<file path="src/design/pbil_pkg.sv">
// shared types and constants for the particle bin index lists block
package pbil_pkg;

   localparam int DEPTH        = 5;
   localparam int BIN_CAPACITY = 64;
   localparam int INDEX_BITS   = 16;

   localparam int POS_BITS    = 32;
   localparam int BIN_BITS    = DEPTH;
   localparam int NUM_BINS    = 1 << DEPTH;
   localparam int CAP_BITS    = (BIN_CAPACITY > 1) ? $clog2(BIN_CAPACITY) : 1;
   localparam int CNT_BITS    = $clog2(BIN_CAPACITY + 1);
   localparam int ADDR_BITS   = BIN_BITS + CAP_BITS;
   localparam int LEVEL_BITS  = (DEPTH > 1) ? $clog2(DEPTH) : 1;
   localparam int MEAN_BITS   = 7;
   localparam int DELTA_BITS  = 8;
   localparam int CSR_IDX_BITS = 2;
   localparam int Q_DEPTH     = 2;
   localparam int Q_PTR_BITS  = $clog2(Q_DEPTH);
   localparam int Q_CNT_BITS  = $clog2(Q_DEPTH + 1);

   // action codes of the request
   localparam logic [1:0] ACT_INSERT = 2'd0;
   localparam logic [1:0] ACT_CLEAR  = 2'd1;
   localparam logic [1:0] ACT_TAKE   = 2'd2;

   // register indexes of the csr port
   localparam logic [CSR_IDX_BITS-1:0] CSR_RANGE_LEFT  = 2'd0;
   localparam logic [CSR_IDX_BITS-1:0] CSR_RANGE_RIGHT = 2'd1;
   localparam logic [CSR_IDX_BITS-1:0] CSR_MEAN        = 2'd2;

   typedef enum logic [1:0] {
      ST_OK,
      ST_OUTSIDE,
      ST_FULL,
      ST_NO_SURPLUS
   } status_type;

   typedef enum logic [2:0] {
      OP_INSERT,
      OP_REJECT,
      OP_CLEAR,
      OP_TAKE,
      OP_NOP
   } op_type;

   typedef enum logic [1:0] {
      FE_IDLE,
      FE_CHECK,
      FE_SEARCH,
      FE_PUSH
   } fe_state_type;

   typedef enum logic [1:0] {
      BE_IDLE,
      BE_EXEC,
      BE_READ
   } be_state_type;

   typedef struct packed {
      logic [1:0]                action;
      logic signed [POS_BITS-1:0] position;
      logic [15:0]               particle_index;
      logic [4:0]                target_bin;
   } req_type;

   typedef struct packed {
      status_type                  status;
      logic [4:0]                  bin_number;
      logic [6:0]                  bin_count;
      logic signed [DELTA_BITS-1:0] bin_delta;
      logic [15:0]                 index_out;
   } rsp_type;

   typedef struct packed {
      op_type                op;
      logic [BIN_BITS-1:0]   bin;
      logic [INDEX_BITS-1:0] index;
   } fe_item_type;

endpackage

</file>
<file path="src/design/pbil_front.sv">
// front end: accepts requests, checks the domain and descends to the bin
module pbil_front (
   input  logic                             clock,
   input  logic                             reset,
   input  logic                             req_valid,
   output logic                             req_stall,
   input  pbil_pkg::req_type                req_data,
   input  logic signed [pbil_pkg::POS_BITS-1:0] range_left,
   input  logic signed [pbil_pkg::POS_BITS-1:0] range_right,
   output logic                             q_push,
   output pbil_pkg::fe_item_type            q_item,
   input  logic                             q_full
);
   import pbil_pkg::*;

   fe_state_type               state_ff, state_in;
   logic [1:0]                 action_ff, action_in;
   logic signed [POS_BITS-1:0] pos_ff, pos_in;
   logic [INDEX_BITS-1:0]      pidx_ff, pidx_in;
   logic [BIN_BITS-1:0]        tbin_ff, tbin_in;
   logic signed [POS_BITS-1:0] lo_ff, lo_in;
   logic signed [POS_BITS-1:0] hi_ff, hi_in;
   logic [BIN_BITS-1:0]        bin_ff, bin_in;
   logic [LEVEL_BITS-1:0]      level_ff, level_in;
   op_type                     op_ff, op_in;

   logic [POS_BITS:0]          mid_sum;
   logic signed [POS_BITS-1:0] mid;
   logic                       go_left;

   // floor midpoint, the sum keeps one extra bit
   assign mid_sum = {lo_ff[POS_BITS-1], lo_ff} + {hi_ff[POS_BITS-1], hi_ff};
   assign mid     = $signed(mid_sum[POS_BITS:1]);
   assign go_left = pos_ff < mid;

   assign req_stall = (state_ff != FE_IDLE);
   assign q_item    = '{op: op_ff, bin: bin_ff, index: pidx_ff};

   always_ff @(posedge clock) begin
      if (reset) begin
         state_ff <= FE_IDLE;
      end else begin
         state_ff <= state_in;
      end
      action_ff <= action_in;
      pos_ff    <= pos_in;
      pidx_ff   <= pidx_in;
      tbin_ff   <= tbin_in;
      lo_ff     <= lo_in;
      hi_ff     <= hi_in;
      bin_ff    <= bin_in;
      level_ff  <= level_in;
      op_ff     <= op_in;
   end

   always_comb begin
      state_in  = state_ff;
      action_in = action_ff;
      pos_in    = pos_ff;
      pidx_in   = pidx_ff;
      tbin_in   = tbin_ff;
      lo_in     = lo_ff;
      hi_in     = hi_ff;
      bin_in    = bin_ff;
      level_in  = level_ff;
      op_in     = op_ff;
      q_push    = 1'b0;
      case (state_ff)
         FE_IDLE: begin
            if (req_valid) begin
               action_in = req_data.action;
               pos_in    = $signed(req_data.position);
               pidx_in   = req_data.particle_index[INDEX_BITS-1:0];
               tbin_in   = req_data.target_bin[BIN_BITS-1:0];
               state_in  = FE_CHECK;
            end
         end
         FE_CHECK: begin
            bin_in   = '0;
            level_in = '0;
            lo_in    = range_left;
            hi_in    = range_right;
            state_in = FE_PUSH;
            case (action_ff)
               ACT_INSERT: begin
                  if (pos_ff < range_left || pos_ff > range_right) begin
                     op_in = OP_REJECT;
                  end else begin
                     op_in    = OP_INSERT;
                     state_in = FE_SEARCH;
                  end
               end
               ACT_CLEAR: op_in = OP_CLEAR;
               ACT_TAKE: begin
                  op_in  = OP_TAKE;
                  bin_in = tbin_ff;
               end
               default: op_in = OP_NOP;
            endcase
         end
         FE_SEARCH: begin
            // one level of the descent per cycle
            if (go_left) begin
               hi_in  = mid;
               bin_in = bin_ff << 1;
            end else begin
               lo_in  = mid;
               bin_in = (bin_ff << 1) | BIN_BITS'(1);
            end
            level_in = level_ff + LEVEL_BITS'(1);
            if (level_ff == LEVEL_BITS'(DEPTH - 1)) begin
               state_in = FE_PUSH;
            end
         end
         FE_PUSH: begin
            if (!q_full) begin
               q_push   = 1'b1;
               state_in = FE_IDLE;
            end
         end
         default: state_in = FE_IDLE;
      endcase
   end

endmodule

</file>
<file path="config.mk">
export PLATFORM = sky130hd
export DESIGN_NAME = pbil_front
export DESIGN_NICKNAME = d
export VERILOG_FILES = /design/src/design/pbil_pkg.sv /design/src/design/pbil_front.sv
export SDC_FILE = /design/constraint.sdc
export NUM_CORES = 1
export LEC_CHECK = 0
export BUFFER_PORTS_ARGS = -buffer_cell sky130_fd_sc_hd__buf_2
export CAP_MARGIN = 30
export CORE_ASPECT_RATIO = 1.4
export CORE_MARGIN = 2
export CORE_UTILIZATION = 35
export CTS_BUF_LIST = sky130_fd_sc_hd__clkbuf_8
export DETAILED_ROUTE_END_ITERATION = 16
export HOLD_SLACK_MARGIN = 0.03
export SYNTH_ARGS = -nofsm -noshare
export SYNTH_HDL_FRONTEND = slang
export SYNTH_SLANG_ARGS = --single-unit
</file>
<file path="constraint.sdc">
create_clock -name clock -period 12.1 [get_ports clock]
set_input_delay 0.605 -clock clock [delete_from_list [all_inputs] [get_ports clock]]
set_output_delay 0.605 -clock clock [all_outputs]
set_load 0.1 [all_outputs]
</file>
* After elaboration in Yosys (flattened, before gate mapping)
Cells that the tools add are included.
** Word-level totals
- Memory bits (read-only) :: 0
- Bits in writable memories :: 0
- Memories :: 0
- Input bits :: 123
- Word-level logic and storage cells :: 53
- Register bits :: 132
- Output and inout port bits :: 26
- Latch bits :: 0
** Cells by class
- $mul :: 0
- $add $sub $neg :: 2
- Eq/ne operators :: 11
- Reduce and logical (&&, ||, !) cells :: 9
- Shifts and indexed selects :: 0
- Bitwise gates (word level) :: 0
- Div/mod/pow operators :: 0
- Multiplexer cells :: 18
- $lt $le $gt $ge :: 3
** Operators by type and width (number)
- $pmux W32 S2 :: 2
- $lt A32 B32 Y1 :: 2
- $mux W32 :: 2
- $add A32 B32 Y33 :: 1
- $gt A32 B32 Y1 :: 1
- $ne A2 B2 Y1 const B :: 5
- $pmux W5 S2 :: 1
- $pmux W3 S3 :: 1
- $pmux W2 S4 :: 1
- $eq A2 B2 Y1 const B :: 3
- $mux W1 :: 6
- $mux W2 :: 3
- $pmux W3 S2 :: 1
- $reduce_and A2 Y1 :: 3
- $mux W5 :: 1
- $eq A2 B1 Y1 const B :: 2
- $logic_not A2 Y1 :: 2
- $reduce_bool A2 Y1 :: 2
- $add A3 B1 Y3 const B :: 1
- $eq A3 B3 Y1 const B :: 1
- $reduce_and A3 Y1 :: 1
- $logic_or A1 B1 Y1 :: 1

* Depth between registers and ports, before layout
- Depth in word-level cells :: 5
- Mapped depth :: 19

* Worst setup path before layout
OpenSTA, ideal clock, no wires.
- Path kind :: reg-to-reg
- Start :: reg lo_ff[2]
- End :: reg hi_ff[0] (enable)
- Arrival time :: 4.815 ns
- Slack :: 6.864 ns
- Setup time :: 0.421 ns
- Required time :: 11.679 ns
- Cell stages (with the launch flop) :: 18
- Period minus slack after synthesis :: 5.236 ns
- Path through :: edfxtp_1 -> ha_1 -> nor2b_1 -> o31ai_2 -> a211oi_1 -> or3_4 -> a221oi_4 -> o21ai_1 -> xor2_1 -> inv_1 -> ha_1 -> nand3_1 -> nor4_1 -> o2111a_1 -> o21ai_0 -> a21oi_1 -> a311oi_1 -> nor2_1
** Between the ends
- Longest elaborated chain between the ends :: 4
** Ends and longest elaborated chain
- start, declared :: line pbil_front.sv:21 : logic signed [POS_BITS-1:0] lo_ff, lo_in;
- start signal, assigned :: line pbil_front.sv:49 : lo_ff <= lo_in;
- $add A32 B32 Y33 :: line pbil_front.sv:32 : assign mid_sum = {lo_ff[POS_BITS-1], lo_ff} + {hi_ff[POS_BITS-1], hi_ff};
- $lt A32 B32 Y1 :: line pbil_front.sv:34 : assign go_left = pos_ff < mid;
- $ne A2 B2 Y1 (no source line)
- $reduce_and A2 Y1 (no source line)
- end signal, assigned :: line pbil_front.sv:50 : hi_ff <= hi_in;
- end, declared :: line pbil_front.sv:22 : logic signed [POS_BITS-1:0] hi_ff, hi_in;
Every way passes these cells.
A chain may end at the register's enable or synchronous reset.

* Worst setup path after layout
- Start :: reg lo_ff[2]
- End :: reg hi_ff[19] (enable)
Same word-level chain as after synthesis.

==> results.cfg <==
[status]
outcome = finished, final reports clean

[yosys]
synth_top_area_cell = edfxtp_1
avgSynthCellArea_um2 = 10.9
ys_types = 68
yosysWarnings = 0
syn_area_um2 = 8950
synthAdderAreaFrac_pct = 19.1
synth_area_leaders = edfxtp_1, ha_1, inv_1, o21ai_0, a21oi_1
synth_compound_gate_area_share_pct = 16.3
synth_cells = 822
synth_ff_type = edfxtp_1
synth_top_area_share_pct = 43.6
synthTopCellsByCount = ha_1, edfxtp_1, inv_1, o21ai_0, a21oi_1
ys_async_sr_fraction_pct = 0
synth.area.mux_share_pct = 2.94
synth.most_common_cell = ha_1
syn_nets = 1081
synth_edf_count = 130
yosysSeqAreaShare_pct = 44.1
synth_top_family_by_area = adder cells
synthXorXnorAreaFrac_pct = 2.84
synth-simple-area-share_pct = 10.1
ys_seq_elements = 132

[worst_setup_path]
cp.arrival_ns = 5.72
timing.critical_path.to = hi_ff[19]$_DFFE_PP_
cp_top_family = compound AO/OA/AOI/OAI gates
crit_cells = 18
worstReg2RegStart = lo_ff[2]$_DFFE_PP_
slowest_delay_ns = 0.65
worstRegToRegCells = 18
worstSetupEndpointType = register
critPathLaunchType = register
ff2ff_setup_slack_ns = 6.51
critical_path_class = register to register
crit_start = lo_ff[2]$_DFFE_PP_
timing.rr.end = hi_ff[19]$_DFFE_PP_
cp.required_ns = 12.23
critPathSlowestCell = nor2_2
cpMostUsedCell = ha_1
cp.buffers_inverters = 2
cp_cell_sequence = ha_1 > nor2b_1 > o31ai_2 > a211oi_1 > o311ai_1 > nand2_2 > o41ai_2 > xnor2_1 > inv_1 > ha_1 > nand4_1 > nor4_1 > o2111a_1 > o21ai_0 > a21oi_1 > a311oi_1 > nor2_2 > buf_4
critPathMaxFanout = 20

[clock_network]
cts-buffers-inserted = 17
cts_tree = yes
holdBufCountCts = 0
clk_pin_slew_ns = 0.10
clock_path_buffers = 2
clock_latency_ns = 0.47
post-cts-setup-buffers = 0
root_buffer = clkbuf_8
cts_resized = 0
cts_sinks = 132
htreeDepth = 4

[global_routing]
grt_usage_pct = 17.6
antenna_found_initial = 0
gr-total-overflow = 0
grt_start_max_net_pins = 79
grt_pass1_wl_mm = 36.2
grt_pass1_vias = 6898

[timing]
drv_slew = 0
report.final.setup_viol = 0
period_share_pct = 46.2
hold_violations = 0
fmax_mhz = 179
slew_headroom_pct = 37.4
worstMarginPinSlew_ns = 0.939
tns_ns = 0
period_minus_slack_ns = 5.59
grt_setup_unrepaired = false
fin_ws_ns = 6.51
finClkSkew_ns = 0.0148

[detailed_routing]
drt-pass1-iter-count = 5
wirelength_mm = 23.5
drt-initial-drc-count = 382
avgViaCountPerCell = 5.20
ant_nets = 0
drc_errors = 0
vias = 6812
wl_per_cell_um = 17.9

[layout]
postLayoutCellArea_um2 = 10500
nFillCells = 2505
area_growth_pct = 17.1
fin_util_pct = 41.4
regArea_um2 = 3940
fin_nets = 1237
antenna_cells = 0
drive_gt1_share_pct = 23.6
multi_input_area_um2 = 4600

[power_and_ir_drop]
leakage_nw = 4.65
ir_drop_v = 0.000217
p_total_w = 0.00317
p_per_area_nw_per_um2 = 302

[run]
cap_violations = 0

[floorplan]
fp.dieArea_um2 = 26900
row_count = 69
die_y_um = 193
io_pins = 149
die_width_um = 139
fp.coreArea_um2 = 25300
start_util_pct = 35.4

[placement]
hpwl_mm = 18.4
dpl_worst_slack_ns = 6.55
port_buffers = 148
dpl_cell_area_um2 = 10100
place.gp.congestion = 0.871

[min_path]
hp-class = input pin to register
state kept, by name, summed over array words and instances (netlist names):
name	count
lo_ff	32
tbin_ff	5
op_ff	3
pos_ff	32
action_ff	2
bin_ff	5
state_ff	2
pidx_ff	16
hi_ff	32
level_ff	3
cell type report:
cell class,instances,share of cell area (%)
Inverter,97,3.47
Clock buffer,17,2.23
Timing Repair Buffer,151,7.28
Sequential cell,132,37.6
Multi-Input combinational cell,579,43.9
Tap cell,319,3.81
Clock inverter,15,1.67
stage by stage:
| step | std cells | hold WS, ns |
|---|---|---|
| 2_1_floorplan | 822 | 0.495 |
| 3_3_place_gp | 1278 | 0.519 |
| 3_5_place_dp | 1278 | 0.504 |
| 5_1_grt | 1310 | 0.276 |
| 6_report | 1310 | 0.302 |
| 4_1_cts | 1310 | 0.272 |
placed cells by master, fill, tap and decap left out, drive strengths merged, types with 9 or more instances in the layout:
cell    netlist  final
a21oi        48     48
xnor2        17     17
nor3         11     11
inv          97    108
mux2         18     18
a211oi        9      9
nand3        16     16
clkbuf       12     17
or2          15     15
and3         11     11
a21o         23     23
nor2         28     28
nor2b         9      9
nand4        15     15
o21ai        74     74
o21a          9      9
xor2         12     12
ha          135    135
buf           2    151
nand2        34     34
edfxtp      130    130
report_power, final:
group	total (W)	switching (W)	internal (W)	leakage [nW]
sequential	0.000814	0.0000716	0.000742	1.25
combinational	0.00196	0.00123	0.000734	3.19
clock	0.000392	0.000216	0.000176	0.210
total	0.00317	0.00152	0.00165	4.65
how the worst min path moves through the flow:
stage / slack (ns) / start / end / depth (start not counted)
floorplan: 0.50 / tbin_ff[0]$_DFFE_PP_ / bin_ff[0]$_DFFE_PP_ / 1
global placement: 0.52 / tbin_ff[2]$_DFFE_PP_ / bin_ff[2]$_DFFE_PP_ / 1
detailed placement: 0.50 / tbin_ff[0]$_DFFE_PP_ / bin_ff[0]$_DFFE_PP_ / 1
CTS: 0.27 / req_data[28] / pos_ff[7]$_DFFE_PP_ / 1
global route: 0.28 / req_data[7] / pidx_ff[2]$_DFFE_PP_ / 1
finish: 0.30 / req_data[28] / pos_ff[7]$_DFFE_PP_ / 1
per-layer routing:
metal	GRT usage [%]	part of all wire (%)
met5	0	0
met2	33.5	53
met3	3.01	3.9
met1	19.4	40
met4	6.95	2.6
worst reg2reg max path, cell delays in order, from the launching register on:
cell      delay [ns]
edfxtp_1        0.38
ha_1            0.36
nor2b_1         0.17
o31ai_2         0.33
a211oi_1        0.20
o311ai_1        0.35
nand2_2         0.18
o41ai_2         0.34
xnor2_1         0.22
inv_1           0.08
ha_1            0.30
nand4_1         0.14
nor4_1          0.49
o2111a_1        0.25
o21ai_0         0.11
a21oi_1         0.17
a311oi_1        0.10
nor2_2          0.65
buf_4           0.45
cell families (layout without fill, tap and decap cells):
group           Yosys count  in the layout
flops                   132            132
xor+xnor                 29             29
compound gates          221            221
simple gates            169            169
mux                      24             24
buf+inv                 111            280
fa+ha+maj               136            136
Power figures use the tool's default switching activity.
