File: src/design/pbil_pkg.sv
// shared types and constants for the particle bin index lists block
package pbil_pkg;

   localparam int DEPTH        = 5;
   localparam int BIN_CAPACITY = 64;
   localparam int INDEX_BITS   = 16;

   localparam int POS_BITS    = 32;
   localparam int BIN_BITS    = DEPTH;
   localparam int NUM_BINS    = 1 << DEPTH;
   localparam int CAP_BITS    = (BIN_CAPACITY > 1) ? $clog2(BIN_CAPACITY) : 1;
   localparam int CNT_BITS    = $clog2(BIN_CAPACITY + 1);
   localparam int ADDR_BITS   = BIN_BITS + CAP_BITS;
   localparam int LEVEL_BITS  = (DEPTH > 1) ? $clog2(DEPTH) : 1;
   localparam int MEAN_BITS   = 7;
   localparam int DELTA_BITS  = 8;
   localparam int CSR_IDX_BITS = 2;
   localparam int Q_DEPTH     = 2;
   localparam int Q_PTR_BITS  = $clog2(Q_DEPTH);
   localparam int Q_CNT_BITS  = $clog2(Q_DEPTH + 1);

   // action codes of the request
   localparam logic [1:0] ACT_INSERT = 2'd0;
   localparam logic [1:0] ACT_CLEAR  = 2'd1;
   localparam logic [1:0] ACT_TAKE   = 2'd2;

   // register indexes of the csr port
   localparam logic [CSR_IDX_BITS-1:0] CSR_RANGE_LEFT  = 2'd0;
   localparam logic [CSR_IDX_BITS-1:0] CSR_RANGE_RIGHT = 2'd1;
   localparam logic [CSR_IDX_BITS-1:0] CSR_MEAN        = 2'd2;

   typedef enum logic [1:0] {
      ST_OK,
      ST_OUTSIDE,
      ST_FULL,
      ST_NO_SURPLUS
   } status_type;

   typedef enum logic [2:0] {
      OP_INSERT,
      OP_REJECT,
      OP_CLEAR,
      OP_TAKE,
      OP_NOP
   } op_type;

   typedef enum logic [1:0] {
      FE_IDLE,
      FE_CHECK,
      FE_SEARCH,
      FE_PUSH
   } fe_state_type;

   typedef enum logic [1:0] {
      BE_IDLE,
      BE_EXEC,
      BE_READ
   } be_state_type;

   typedef struct packed {
      logic [1:0]                action;
      logic signed [POS_BITS-1:0] position;
      logic [15:0]               particle_index;
      logic [4:0]                target_bin;
   } req_type;

   typedef struct packed {
      status_type                  status;
      logic [4:0]                  bin_number;
      logic [6:0]                  bin_count;
      logic signed [DELTA_BITS-1:0] bin_delta;
      logic [15:0]                 index_out;
   } rsp_type;

   typedef struct packed {
      op_type                op;
      logic [BIN_BITS-1:0]   bin;
      logic [INDEX_BITS-1:0] index;
   } fe_item_type;

endpackage

File: src/design/pbil_queue.sv
// short queue of classified items between front and back
module pbil_queue (
   input  logic                  clock,
   input  logic                  reset,
   input  logic                  push,
   input  pbil_pkg::fe_item_type push_item,
   output logic                  full,
   input  logic                  pop,
   output logic                  not_empty,
   output pbil_pkg::fe_item_type head_item
);
   import pbil_pkg::*;

   fe_item_type           slots_ff [Q_DEPTH];
   logic [Q_PTR_BITS-1:0] wr_ptr_ff, wr_ptr_in;
   logic [Q_PTR_BITS-1:0] rd_ptr_ff, rd_ptr_in;
   logic [Q_CNT_BITS-1:0] count_ff, count_in;
   logic                  do_push, do_pop;

   assign full      = (count_ff == Q_CNT_BITS'(Q_DEPTH));
   assign not_empty = (count_ff != '0);
   assign head_item = slots_ff[rd_ptr_ff];
   assign do_push   = push && !full;
   assign do_pop    = pop && not_empty;

   always_comb begin
      wr_ptr_in = wr_ptr_ff;
      rd_ptr_in = rd_ptr_ff;
      count_in  = count_ff;
      if (do_push) begin
         wr_ptr_in = (wr_ptr_ff == Q_PTR_BITS'(Q_DEPTH - 1)) ? '0 : wr_ptr_ff + Q_PTR_BITS'(1);
      end
      if (do_pop) begin
         rd_ptr_in = (rd_ptr_ff == Q_PTR_BITS'(Q_DEPTH - 1)) ? '0 : rd_ptr_ff + Q_PTR_BITS'(1);
      end
      if (do_push && !do_pop) begin
         count_in = count_ff + Q_CNT_BITS'(1);
      end else if (do_pop && !do_push) begin
         count_in = count_ff - Q_CNT_BITS'(1);
      end
   end

   always_ff @(posedge clock) begin
      if (reset) begin
         wr_ptr_ff <= '0;
         rd_ptr_ff <= '0;
         count_ff  <= '0;
      end else begin
         wr_ptr_ff <= wr_ptr_in;
         rd_ptr_ff <= rd_ptr_in;
         count_ff  <= count_in;
      end
      if (do_push) begin
         slots_ff[wr_ptr_ff] <= push_item;
      end
   end

endmodule

File: config.mk
export PLATFORM = sky130hd
export DESIGN_NAME = pbil_queue
export DESIGN_NICKNAME = d
export VERILOG_FILES = /design/src/design/pbil_pkg.sv /design/src/design/pbil_queue.sv
export SDC_FILE = /design/constraint.sdc
export NUM_CORES = 1
export LEC_CHECK = 0
export ABC_AREA = 0
export BUFFER_PORTS_ARGS = -buffer_cell sky130_fd_sc_hd__buf_2
export CAP_MARGIN = 10
export CORE_MARGIN = 2
export CORE_UTILIZATION = 40
export DETAILED_ROUTE_END_ITERATION = 12
export GPL_TIMING_DRIVEN = 0
export SYNTH_ARGS = -nofsm -noshare
export SYNTH_HDL_FRONTEND = slang
export SYNTH_SLANG_ARGS = --single-unit
File: constraint.sdc
create_clock -name clock -period 4.4 [get_ports clock]
set_input_delay 0.22 -clock clock [delete_from_list [all_inputs] [get_ports clock]]
set_output_delay 0.22 -clock clock [all_outputs]
set_load 0.03 [all_outputs]
---- Word-level counts from Yosys, hierarchy flattened ----
Memory sizes are Yosys's and may differ from the RTL's. A register that Yosys moved wholly into a read port is not among the register bits.
Index checks and enable logic that the tools add are counted.
cells by class
  $add $sub $neg .......................... 4
  equality and inequality tests ........... 1
  mux-type cells .......................... 8
  reduce and logical (&&, ||, !) cells .... 9
operators with widths
  operator                                                             number
  1-bit 2-to-1 mux                                                     6
  1-bit logical AND                                                    4
  2-bit 2-to-1 mux                                                     2
  2-bit nonzero test                                                   2
  1-bit logical NOT                                                    3
  1-bit adder (second input constant)                                  2
  2-bit by 1-bit adder with 2-bit output (second input constant)       1
  2-bit == test (second input constant)                                1
  2-bit by 1-bit subtractor with 2-bit output (second input constant)  1
storage, ports and cells
  bits in registers ....................... 4
  memory bits (writable) .................. 48
  bits of input ports ..................... 28
  output and inout bits ................... 26
  word-level logic and storage cells ...... 26
  memories ................................ 1
memory list
  memory    depth  bits a word  rd ports  clocked after Yosys merged registers in  wr ports  line              RTL
  slots_ff  2      24           1         1                                        1         pbil_queue.sv:14  fe_item_type slots_ff [Q_DEPTH];

---- Depth between registers and ports, before layout ----
Gate-level depths: netlist (run 1).
  depth after elaboration ................. 7
  depth in mapped cells ................... 6
  gate-level depth less buffers ........... 6

---- Worst setup path before layout (run 1) ----
No wires, ideal clock.
  kind .................................... register -> register
  from .................................... register count_ff[1]
  to ...................................... memory slots_ff[0][0] (netlist bit) (enable)
  arrival time ............................ 1.355 ns
  data required time ...................... 4.021 ns
  setup slack ............................. 2.666 ns
  cell stages (with the launch flop) ...... 4
  clock period less this slack ............ 1.734 ns
  cells stage by stage .................... dfxtp_1 -> nor2b_2 -> or3_1 -> inv_1
on the way
  longest elaborated chain between the ends .. 5
ends and longest elaborated chain
  item                                    line              RTL
  start, declared                         pbil_queue.sv:17  logic [Q_CNT_BITS-1:0] count_ff, count_in;
  start signal, assigned                  pbil_queue.sv:51  count_ff <= count_in;
  2-bit == test                           pbil_queue.sv:20  assign full = (count_ff == Q_CNT_BITS'(Q_DEPTH));
  net full                                pbil_queue.sv:7   output logic full,
  1-bit logical NOT                       pbil_queue.sv:23  assign do_push = push && !full;
  1-bit logical AND                       pbil_queue.sv:23
  1-bit 2-to-1 mux                        pbil_queue.sv:53  if (do_push) begin
  1-bit 2-to-1 mux (not written as such)  pbil_queue.sv:54  slots_ff[wr_ptr_ff] <= push_item;
  end, declared                           pbil_queue.sv:14
The timed path passes the listed nets, and every way through them passes these cells.

---- Final worst setup path (run 1) ----
  from .................................... register count_ff[0]
  to ...................................... memory slots_ff[1][17] (netlist bit) (enable)
on the way
  longest elaborated chain between the ends .. 5
ends and longest elaborated chain
  item                                    line
  2-bit == test                           pbil_queue.sv:20
  1-bit logical NOT                       pbil_queue.sv:23
  1-bit logical AND                       pbil_queue.sv:23
  1-bit 2-to-1 mux                        pbil_queue.sv:53
  1-bit 2-to-1 mux (not written as such)  pbil_queue.sv:54
No other way between the ends.

==> metrics.csv, run 1 <==
stage,metric,value,unit
layout,fin_nets,189,
setup_path,critPathBufInv,0,
clocking,cts_hold_buf,0,
layout,fillCellCount,399,
sta,finalCritPeriodShare,45.1,%
yosys,synth_top_cell_by_area,edfxtp_1,
power_and_ir_drop,ir_drop,0.000426,V
yosys,synth.area.top_cells,"edfxtp_1 (74%), mux2_2 (14%), dfxtp_1 (5.1%)",
routing,drt_iter0_markers,57,
layout,diodes,0,
die,coreArea,4720,um2
setup_path,rr_startpoint,count_ff[0]$_SDFFE_PP0P_,
clocking,root_buffer,clkbuf_8,
die,start_util,41.2,%
clocking,cts_buffers,5,
routing,m1WireLength,1.27,mm
place,place_congestion,0.670,
die,io-pin-count,54,
yosys,synth_area,1950,um2
yosys,synth_fp_nets,129,
layout,layout.cells.non_filler,227,
clocking,ctsResizeCount,0,
clocking,path_clk_slew,0.09,ns
clocking,tritoncts,built,
die,die_area,5440,um2
sta,slew_violations,0,
die,num_rows,25,
grt,overflow,0,
setup_path,arrival,1.90,ns
routing,met2_length,1.54,mm
routing,routedWlPerCell,13.6,um
yosys,synth_seq_area_share,79.2,%
layout,final_core_util,50.8,%
layout,area_delta_synth_final,23.3,%
min_path,hp-start,push_item[9],
yosys,syn_inst,100,
yosys,avgSynthCellArea,19.5,um2
routing,dr.pass1.iters,4,
grt,grt_usage,11.7,%
routing,drc,0,
setup_path,crit_chain,nor2b_2 > nor2_1 > and2_1,
min_path,hp-class,primary input to register,
setup_path,path_delay_family,simple AND/OR/NAND/NOR gates,
setup_path,slowest_delay,0.92,ns
sta,finClkSkew,0.00633,ns
setup_path,critPathMaxFanout,24,
grt,grt_max_degree,25,
place,io_buffers,53,
clocking,htree_levels,2,
sta,grt_setup_unrepaired,no,
place,dp.cells,220,
die,die_w,73.8,um
routing,dr_wl_met3,236,um
routing,vias,1039,
grt,antenna_found_initial,0,
setup_path,end_kind,register,
yosys,ys_seq_elements,53,
yosys,yosys_warnings,0,
yosys,synth_top_area_share,74.0,%
routing,vias_per_cell,4.58,
sta,min_period,1.98,ns
routing,ant_nets,0,
setup_path,crit_required,4.32,ns
yosys,synth_cell_types,14,
sta,slew_headroom,22.4,%
sta,tightest_slew,1.16,ns
power_and_ir_drop,power.leakage,0.919,nW
sta,max_freq,504,MHz
clocking,post_cts_buffers,0,
die,die_h,73.8,um
setup_path,cp_slowest_cell,and2_1,
clocking,cts.path.max_buffers,2,
setup_path,critPathLaunch,count_ff[0]$_SDFFE_PP0P_,
sta,finalSetupViolations,0,
sta,hold_violations,0,
grt,grt_pass1_wl,4.45,mm
power_and_ir_drop,power.density,606,nW/um2
sta,tns,0,ns
power_and_ir_drop,power,1.45,mW
clocking,clock_sinks,53,
place,hpwl,2.06,mm
grt,grt_pass1_vias,1019,
outcome,run_status,"finished, final reports clean",
clocking,clk-insertion-delay-late,0.29,ns
routing,drt-total-wl,3.10,mm
layout,drive_above_1_share,55.6,%
run,cap_viol_max_count,0,
setup_path,start_kind,register,
routing,top_layer,met4,
setup_path,path_class,register to register,
-- Yosys cell counts, drive strengths merged --
cell type	number
buf	3
inv	2
nor2b	1
nor2	4
xor2	3
dfxtp	5
or3	2
and2	1
edfxtp	48
ha	1
o21ai	3
or2	1
a21oi	2
mux2	24
-- cell type report --
cell class	instances	area, um2	share of cell area (%)
flip-flops and latches	53	1540	64.2
multi-input cells	42	383	16.0
repair buffers	53	265	11.1
well taps	67	83.8	3.49
clock buffers	5	68.8	2.87
clock inverters	2	35.0	1.46
plain buffers	3	15.0	0.626
inverters	2	7.51	0.313
-- state kept, by name, summed over array words and instances (netlist names), named ones only --
register and cells:
rd_ptr_ff 1, slots_ff 48, count_ff 2, wr_ptr_ff 1
-- cell families (layout without fill, tap and decap cells) --
logic type	count (synthesis)	in the layout	synth area share (%)
flops	53	53	79.2
mux	24	24	13.9
simple gates	9	9	2.51
compound gates	5	5	1.29
buf+inv	5	65	1.16
xor+xnor	3	3	1.35
fa+ha+maj	1	1	0.643
-- per-layer routing --
metal | track usage [%] | vias up
li1 | - | 494
met1 | 12.1 | 504
met2 | 20.2 | 36
met3 | 5.49 | 5
met4 | 4.85 | 0
met5 | 0 | -
-- metrics by stage --
stage,hold slack [ns],setup WS (ns),area (um2)
finish,0.107,2.42,2400
global route,0.0874,2.29,2400
CTS,0.0938,2.39,2400
detailed placement,0.411,2.39,2300
global placement,0.407,2.46,2300
floorplan,0.289,2.67,1950
-- worst paths after layout --
check | to | slack, ns | cells after the start
setup / recovery | slots_ff[1][17]$_DFFE_PP_ | 2.42 | 3
hold / removal | slots_ff[1][9]$_DFFE_PP_ | 0.11 | 1
setup reg to reg | slots_ff[1][17]$_DFFE_PP_ | 2.42 | 3
hold reg to reg | wr_ptr_ff$_SDFFE_PP0N_ | 0.49 | 2
-- report_power, final --
group	internal, mW	total, mW	switching (mW)
registers	0.636	0.660	0.0237
clock network	0.165	0.307	0.142
logic	0.173	0.486	0.314
-- placed cells by master, fill, tap and decap left out --
master,count
a21oi_1,2
clkbuf_8,5
bufinv_16,1
buf_2,56
o21ai_0,3
clkinv_2,1
xor2_1,3
nor2b_2,1
inv_1,2
ha_1,1
edfxtp_1,48
nor2_1,4
or2_2,1
and2_1,1
dfxtp_1,5
mux2_2,24
or3_1,2
-- worst reg2reg max path, cell delays in order (launching register included) --
cell     delay, ns
dfxtp_1       0.44
nor2b_2       0.09
nor2_1        0.15
and2_1        0.92
Note: power is estimated with default switching activity, not from simulation.
==> run 2, diff against run 1 <==
- PLACE_DENSITY: default -> 0.66
- clock period: 4.4 -> 1.6 ns (I/O delays scaled with it)
==> run 2 against run 1 <==
Compared with the run above:
- register-to-register slack got worse by 2.3 ns
- clock skew fell by 0.0027 ns
- critical path depth did not move
- first-iteration DRC count rose by 5.3%
- total power rose to 2.8 times the previous value
- critical path type unchanged
- largest cell class unchanged
- highest routed layer unchanged
==> metrics.csv, run 2 (same netlist as run 1, synthesis figures left out) <==
stage,metric,value,unit
power_and_ir_drop,internal_power,2.67,mW
layout,design_area,2700,um2
sta,finalCritPeriodShare,94.6,%
die,die_w,73.8,um
setup_path,start_kind,register,
power_and_ir_drop,power.density,1500,nW/um2
sta,min_period,1.51,ns
layout,final_common_cell,buf_2,
sta,tns,0,ns
power_and_ir_drop,switchingPower,1.37,mW
place,io_buffers,53,
setup_path,critPathMaxFanout,12,
routing,ant_nets,0,
sta,finalSetupViolations,0,
clocking,clk-insertion-delay-late,0.29,ns
setup_path,path_delay_family,simple AND/OR/NAND/NOR gates,
power_and_ir_drop,pwr-share-clk,16.9,%
layout,largest_register_ffs,48,
routing,drc,0,
die,die_h,73.8,um
setup_path,cp_slowest_cell,or3_1,
sta,grt_setup_unrepaired,no,
sta,max_freq,661,MHz
sta,slew_headroom,77.1,%
place,hpwl,2.27,mm
routing,drt-total-wl,3.57,mm
run,cap_viol_max_count,0,
power_and_ir_drop,ir_drop,0.000965,V
setup_path,end_kind,register,
die,die_area,5440,um2
place,dpl_worst_slack,-0.114,ns
routing,drt_iter0_markers,60,
clocking,root_buffer,clkbuf_8,
layout,regMostFlops,slots_ff,
layout,reg.largest.list,"slots_ff x48, count_ff x2",
power_and_ir_drop,comb_power_share,37.8,%
clocking,tritoncts,built,
routing,routedWlPerCell,14.1,um
power_and_ir_drop,p_sw_share,33.9,%
setup_path,arrival,1.50,ns
power_and_ir_drop,sequentialPowerShare,45.3,%
layout,final_core_util,57.1,%
grt,overflow,0,
grt,grt_max_degree,25,
layout,multiInputGateArea,390,um2
layout,layout.area.seq,1540,um2
die,num_rows,25,
routing,vias_per_cell,4.55,
clocking,htree_levels,2,
layout,area_delta_synth_final,38.4,%
grt,grt_usage,13.9,%
setup_path,crit_required,1.59,ns
clocking,clock_sinks,53,
setup_path,path_class,register to register,
routing,vias,1155,
routing,dr.pass1.iters,4,
layout,fillCellCount,383,
setup_path,slowest_delay,0.43,ns
clocking,path_clk_slew,0.08,ns
layout,fin_nets,216,
power_and_ir_drop,power.leakage,1.02,nW
clocking,cts.path.max_buffers,2,
grt,antenna_found_initial,0,
sta,tightest_slew,0.344,ns
place,place_congestion,0.688,
die,io-pin-count,54,
die,coreArea,4720,um2
sta,finClkSkew,0.00364,ns
layout,diodes,0,
sta,slew_violations,0,
outcome,run_status,"finished, final reports clean",
setup_path,crit_chain,nor2b_4 > or3_1 > clkinvlp_4,
place,place_area,2310,um2
layout,drive_above_1_share,49.7,%
layout,mostFrequentLayoutCells,"buf_2 (53), edfxtp_1 (48), dlygate4sd3_1 (25), mux2_2 (24), clkbuf_8 (5)",
die,start_util,41.2,%
clocking,cts_buffers,5,
sta,hold_violations,0,
grt,grt_pass1_wl,5.49,mm
grt,grt_pass1_vias,1221,
setup_path,critPathBufInv,1,
min_path,hp-class,primary input to register,
sta,layout_setup_ws,0.0866,ns
-- run 2: cell count changes in the layout (fill, tap and decap cells not counted), moves of 2 or more --
| cell | previous run | this run |
|---|---|---|
| buf_8 | 0 | 2 |
| clkinvlp_4 | 0 | 2 |
| dfxtp_1 | 5 | 3 |
| dfxtp_2 | 0 | 2 |
| buf_2 | 56 | 53 |
| dlygate4sd3_1 | 0 | 25 |
-- run 2: final cells by class --
class,instances,share of cell area [%]
Multi-Input combinational cell,42,14.5
Tap cell,67,3.11
Clock buffer,6,2.69
Timing Repair Buffer,79,20.1
Buffer,3,1.53
Sequential cell,53,57.3
Clock inverter,1,0.139
Timing Repair inverter,1,0.279
Inverter,2,0.418
-- run 2: power groups by stage --
stage | clock network (mW) | registers [mW] | logic (mW)
6_report | 0.682 | 1.83 | 1.52
5_1_grt | 0.760 | 1.85 | 1.63
4_1_cts | 0.702 | 1.82 | 1.47
3_5_place_dp | 0 | 1.85 | 1.37
3_3_place_gp | 0 | 1.83 | 1.34
2_1_floorplan | 0 | 1.83 | 1.03
-- run 2: worst paths after layout --
path	from	to	slack, ns	cells past startpoint
max	count_ff[1]$_SDFFE_PP0P_	slots_ff[0][7]$_DFFE_PP_	0.09	3
min	push	wr_ptr_ff$_SDFFE_PP0N_	0.18	4
max reg2reg	count_ff[1]$_SDFFE_PP0P_	slots_ff[0][7]$_DFFE_PP_	0.09	3
min reg2reg	wr_ptr_ff$_SDFFE_PP0N_	wr_ptr_ff$_SDFFE_PP0N_	0.51	2
-- run 2: repair_timing --
item	in CTS	in global routing
endpoints found under the setup margin	69	45
endpoints found under the hold margin	52	0
gates cloned	1	1
gates resized for setup	6	8
hold buffers	25	0
setup buffers	0	0
-- run 2: stage by stage --
stage	total power [mW]	hold WS, ns	std cells
6_report	4.03	0.177	254
5_1_grt	4.24	0.209	254
4_1_cts	3.99	0.163	253
3_5_place_dp	3.23	0.273	220
3_3_place_gp	3.17	0.269	220
2_1_floorplan	2.86	0.149	100
-- run 2: worst min-delay path, cell delays in order --
cell	delay (ns)
buf_2	0.07
inv_1	0.05
o21ai_0	0.16
a21oi_1	0.07
-- run 2: routing by layer --
metal | global-route usage [%] | routed length (um) | vias to the layer above | share of wire, %
li1 | - | - | 547 | -
met1 | 14.4 | 1410 | 565 | 40
met2 | 26.1 | 1940 | 41 | 54
met3 | 4.80 | 200 | 2 | 5.6
met4 | 4.24 | 15 | 0 | 0.42
met5 | 0 | 0 | - | 0
